===== src/design/pol_pkg.sv =====
package pol_pkg;

    // fixed field widths of the command and result beats
    localparam int CMD_W         = 3;
    localparam int KEY_W         = 16;
    localparam int POS_W         = 7;
    localparam int STATUS_W      = 2;
    localparam int COUNT_W       = 7;
    localparam int DEPTH_DEFAULT = 64;

    // command codes
    typedef enum logic [CMD_W-1:0] {
        CMD_INS_HEAD = 3'd0,
        CMD_INS_TAIL = 3'd1,
        CMD_INS_POS  = 3'd2,
        CMD_REM_HEAD = 3'd3,
        CMD_REM_TAIL = 3'd4,
        CMD_REM_POS  = 3'd5
    } cmd_t;

    // result status codes
    typedef enum logic [STATUS_W-1:0] {
        ST_OK    = 2'd0,
        ST_EMPTY = 2'd1,
        ST_RANGE = 2'd2,
        ST_FULL  = 2'd3
    } status_t;

    // operation broadcast to the cell chain
    typedef enum logic [1:0] {
        OP_NONE = 2'd0,
        OP_INS  = 2'd1,
        OP_REM  = 2'd2
    } op_t;

    typedef struct packed {
        op_t              op;
        logic [KEY_W-1:0] key;
    } cell_ctrl_t;

endpackage


===== src/design/pol_cell.sv =====
module pol_cell
    import pol_pkg::*;
#(
    parameter int                 IDX_W = 6,
    parameter logic [IDX_W-1:0]   INDEX = '0
)
(
    input  logic              clk,
    input  cell_ctrl_t        ctrl,
    input  logic [IDX_W-1:0]  pos,
    input  logic [KEY_W-1:0]  left,
    input  logic [KEY_W-1:0]  right,
    output logic [KEY_W-1:0]  entry,
    output logic [KEY_W-1:0]  tap
);

    logic [KEY_W-1:0] entry_reg;
    logic [KEY_W-1:0] entry_next;
    logic [KEY_W-1:0] tap_reg;
    logic [KEY_W-1:0] tap_next;

    // insert moves cells behind the point toward the tail, remove pulls them toward the head
    always_comb
    begin
        entry_next = entry_reg;
        tap_next   = tap_reg;
        case (ctrl.op)
            OP_INS:
            begin
                if (INDEX == pos)
                begin
                    entry_next = ctrl.key;
                end
                else if (INDEX > pos)
                begin
                    entry_next = left;
                end
            end
            OP_REM:
            begin
                tap_next = (INDEX == pos) ? entry_reg : '0;
                if (INDEX >= pos)
                begin
                    entry_next = right;
                end
            end
            default:
            begin
            end
        endcase
    end

    always_ff @(posedge clk)
    begin
        entry_reg <= entry_next;
        tap_reg   <= tap_next;
    end

    assign entry = entry_reg;
    assign tap   = tap_reg;

endmodule

===== config.mk =====
export PLATFORM = sky130hd
export DESIGN_NAME = pol_cell
export DESIGN_NICKNAME = d
export VERILOG_FILES = /design/src/design/pol_pkg.sv /design/src/design/pol_cell.sv
export SDC_FILE = /design/constraint.sdc
export NUM_CORES = 1
export LEC_CHECK = 0
export ABC_AREA = 1
export BUFFER_PORTS_ARGS = -buffer_cell sky130_fd_sc_hd__buf_2
export CORE_MARGIN = 4
export CORE_UTILIZATION = 48
export CTS_CLUSTER_DIAMETER = 40
export DETAILED_ROUTE_END_ITERATION = 12
export GPL_ROUTABILITY_DRIVEN = 0
export GPL_TIMING_DRIVEN = 0
export PLACE_DENSITY_LB_ADDON = 0.15
export SLEW_MARGIN = 0
export SYNTH_ARGS = -nofsm -noshare
export SYNTH_HDL_FRONTEND = slang
export SYNTH_SLANG_ARGS = --single-unit

===== constraint.sdc =====
create_clock -name clk -period 3 [get_ports clk]
set_clock_uncertainty 0.15 [all_clocks]
set_input_delay 0.15 -clock clk [delete_from_list [all_inputs] [get_ports clk]]
set_output_delay 0.15 -clock clk [all_outputs]
set_load 0.005 [all_outputs]

Word level (Yosys, flattened, before mapping)
Cells that the tools add are included.

storage, ports and cells
  flip-flop bits (word level) = 32
  bits of input ports = 57
  output and inout bits = 32
  logic and storage cells = 15

operators by class
  $lt $le $gt $ge = 2
  eq/ne operators = 4
  mux-type cells = 4
  reductions and logical operators = 3

operators with widths
  operator                                                           count
  two-way mux 16 bit                                                 3
  one-hot mux 16 bit (2 select lines)                                1
  greater-or-equal comparator 1 x 6 -> 1 bit (first input constant)  1
  greater-than comparator 1 x 6 -> 1 bit (first input constant)      1
  logical NOT 6 bit                                                  1
  != test 3 bit (second input constant)                              1
  AND reduction 3 bit                                                1
  equality test 2 x 1 -> 1 bit (second input constant)               1
  equality test 2 bit (second input constant)                        1
  != test 2 bit (second input constant)                              1
  nonzero test 2 bit                                                 1

Logic depth before layout (Yosys ltp)
  depth in word-level cells = 4
  depth in mapped cells = 6
  mapped depth without buffers = 5

Least setup slack after synthesis
OpenSTA, ideal clock, no wires.

  path type = input to register
  from = in pos[3]
  to = reg entry_reg[0], in the netlist entry[0] (enable)
  library setup time = 0.394 ns
  data arrival time = 1.444 ns
  required time = 2.456 ns
  slack = 1.012 ns
  cell stages on the path = 4
  buffers on the path = 1
  path through = nor2_4 nand3_4 buf_2 a21oi_1

between the ends
  longest elaborated chain between the ends = 3
  elaborated cells on any way between the ends = 6
  those cells by class = 2 x order compare; 2 x eq/ne; 2 x reduce/logical

RTL lines
  what                                                                  RTL line        source
  from (decl)                                                           pol_cell.sv:10  input logic [IDX_W-1:0] pos,
  greater-than comparator 1 x 6 -> 1 bit, or another cell as far along  pol_cell.sv:34  else if (INDEX > pos)
  != test 3 bit (no source line) or != test 2 bit (tied branches)       --
  AND reduction 3 bit (no source line) (*)                              --
  to (signal assigned)                                                  pol_cell.sv:55  entry_reg <= entry_next;
  to (decl)                                                             pol_cell.sv:17  logic [KEY_W-1:0] entry_reg;

Mark *: on every way between the ends. The rest lies on a longest branch, timed or not.
A chain may end at the register's enable or synchronous reset.

Worst setup path in the final report
  from = in ctrl[16] in the netlist's numbering
  to = reg entry_reg[13], in the netlist entry[13] (enable)

between the ends
  longest elaborated chain between the ends = 3
  elaborated cells on any way between the ends = 6
  those cells by class = 4 x eq/ne; 2 x reduce/logical

RTL lines
  what                                                                 RTL line        source
  from (decl)                                                          pol_cell.sv:9   input cell_ctrl_t ctrl,
  equality test 2 x 1 -> 1 bit or equality test 2 bit (tied branches)  pol_cell.sv:27  case (ctrl.op)
  != test 3 bit (no source line), or another cell as far along         --
  AND reduction 3 bit (no source line) (*)                             --

Marks and branches as above.

==> results.md <==
* Ant. Diodes at 0
* Clk slew on worst S/H paths at about 90 ps
* CP required at around 2800 ps
* Filler cell count at approximately 280
* Final critical-path required period at roughly 1600 ps
* R2r setup slk at 2080 ps
* Synthesized area at around 1700 sq um
* Avg WL per Cell at 11.03 um
* Post-route cell area at ~2400 sq um
* Syn Nets at 250
* Pwr dens at 354.3 nW/um^2
* First-pass GRT wire length at 6.127 mm
* Fin cells at between 300 and 400
* Hold Path Class: input port to flop
* Yosys warnings at 0
* DR DRC count at 0
* Max Root-Sink Buffers at 2
* Final antenna-violating net count at 0
* Die area at 4508 sq um
* FMAX at a little over 600 MHz
* Multi-input gate area at 495.5 sq um
* Worst IR Drop VDD at around 0.00014 V
* Post-synthesis sequential area ratio at between 50% and 60%
* Post-DR vias/cell at about 4.3
* Slew Viols, Final at 0
* Synthesized instance count at 193
* Area after DPL at between 2000 and 2500 sq um
* Die height at ~67 um
* DRT iter0 DRCs at 103
* Count of cell types in the netlist at 12
* Final Hold Vio Count at 0
* Hold WS at 58.50 ps
* Status: finished clean
* Total Routing Usage GR at a little under a fifth
* CTS H-tree lvls at 2
* Initial antenna violation count at 0
* Crit path DAT at between 1000 and 1500 ps
* CP Class: input port to flop
* Crit Path Max Fanout at 16
* Synth-to-layout area growth at 42.32%
* CTS root buffer: clkbuf_4
* Largest cells by area after synthesis: edfxtp_1 57%, nand2_1 11%, inv_1 11%
* Synth top area share at ~57%
* Initial Utilization at between 40% and 50%
* RSZ-0062 raised after global routing: false
* Share of layout cells above drive strength 1 at roughly 35%
* LEAKAGE at between 1 and 1.5 nW
* Core area at around 3400 sq um
* WL final at 3.870 mm
* CP Capture Type: flop
* Biggest area consumer among synthesized cells: edfxtp_1
* Die width at roughly 67 um
* Vias in the first global route at approximately 1400
* Post-Syn Area per Cell at roughly 8.7 sq um
* Fin Setup TNS at 0 ps
* Worst skew pair latency at 320 ps
* Worst path most repeated cell: buf_2
* # clock sinks at 32
* Layout Nets at about 360
* Number of max-capacitance violations reported at 0
* Critical Path Slowest Stage Cell: a21oi_2
* Postcts setup bufs at 0
* Least-Margin Pin Slew at roughly 800 ps
* Worst Setup Start Kind: input port
* Gr ovfl total at 0
* Placed cells at 327
* Crit path largest cell delay at between 600 and 700 ps
* Via Count at ~1500
* Largest net degree at the start of global routing at 26
* IO Pins at between 80 and 90
* # port buffers at 88
* Normalized max-slew margin at a little under half
* CTS tree: yes
* CP cell instances: buf_2, nor2_4, inv_2, buf_2, a21oi_2
* Synth Register Bits at 32
* Pre-Repair DR Iteration Count at 4
* Worst Slack Setup Final at 1354 ps
* # setup viols final at 0
* Number of buffers created by CTS at 5
* DP Worst Slack at 489.6 ps
* WP buf/inv at 3
* Storage element area at 960.9 sq um
* Critical path's top delay family: compound AO/OA/AOI/OAI gates
* Row cnt at 21
* DP HPWL at 2.745 mm
* Period utilization at between 50% and 60%
## power breakdown
| group | switching, mW | internal (mW) | total, mW |
|---|---|---|---|
| Clock | 0.131 | 0.0899 | 0.221 |
| Combinational | 0.0631 | 0.0636 | 0.127 |
| Sequential | 0.00125 | 0.498 | 0.499 |
## final cells by class
type / count / area share, %
Multi-Input combinational cell: 103 / 20.73
Buffer: 8 / 1.623
Clock inverter: 1 / 0.1571
Clock buffer: 7 / 1.885
Timing Repair Buffer: 104 / 25.13
Inverter: 50 / 7.853
Sequential cell: 32 / 40.21
Tap cell: 46 / 2.408
## per-stage QoR
| stage | util [%] | power [mW] |
|---|---|---|
| CTS | 70.94 | 0.8476 |
| finish | 71.06 | 0.8466 |
| global placement | 64.73 | 0.6165 |
| floorplan | - | 0.5643 |
| global route | 71.06 | 0.8933 |
| detailed placement | 64.73 | 0.6178 |
## cell usage after synthesis
cell / number
nand2_1: 49
inv_1: 48
edfxtp_1: 32
nand3_1: 16
nand4_1: 16
nor2_1: 16
buf_2: 7
nor2_4: 4
inv_2: 2
a21oi_1: 1
clkbuf_1: 1
nand3_4: 1
## path summary, 6_finish.rpt
path,startpoint,to,cells after the start
worst max-delay path,ctrl[16],entry[13],5
worst min-delay path,left[9],entry[9],5
worst max register to register,entry[3],tap[3],2
worst min register to register,entry[15],tap[15],2
## repair_timing
item | in CTS | in global routing
setup endpoints to repair | 0 | 0
resized for setup | 0 | 0
hold buffers | 16 | 0
endpoints found under the hold margin | 16 | 0
## cell families (layout without fill, tap and decap cells)
logic type / Yosys count / count (layout) / synth area share (%)
and+or+nand+nor: 102 / 102 / 28.99
DFF: 32 / 32 / 57.23
buffers and inverters: 58 / 170 / 13.49
AOI/OAI and AO/OA: 1 / 1 / 0.2978
## layout by cell type (no fill, tap or decap)
| cell | Yosys | layout |
|---|---|---|
| nor2_1 | 16 | 16 |
| inv_2 | 2 | 2 |
| buf_2 | 7 | 95 |
| nand4_1 | 16 | 16 |
| clkinv_1 | 0 | 1 |
| nand2_1 | 49 | 49 |
| dlygate4sd3_1 | 0 | 16 |
| edfxtp_1 | 32 | 32 |
| nor2_4 | 4 | 4 |
| nand3_1 | 16 | 16 |
| inv_1 | 48 | 48 |
| a21oi_2 | 0 | 1 |
| clkbuf_4 | 0 | 5 |
| clkbuf_1 | 1 | 3 |
| nand3_4 | 1 | 1 |
## layer usage
| layer | vias to the layer above | track usage [%] | share of wire, % |
|---|---|---|---|
| met4 | 0 | 9.367 | 3.0 |
| li1 | 827 | - | - |
| met1 | 614 | 22.89 | 41 |
| met3 | 10 | 5.990 | 9.4 |
| met2 | 70 | 28.47 | 46 |
| met5 | - | 0 | 0 |
## worst reg2reg max path: stages, from the launching register on
cell,delay [ps]
edfxtp_1,410
inv_1,70
nor2_1,40
Note: power is estimated with default switching activity, not from simulation.
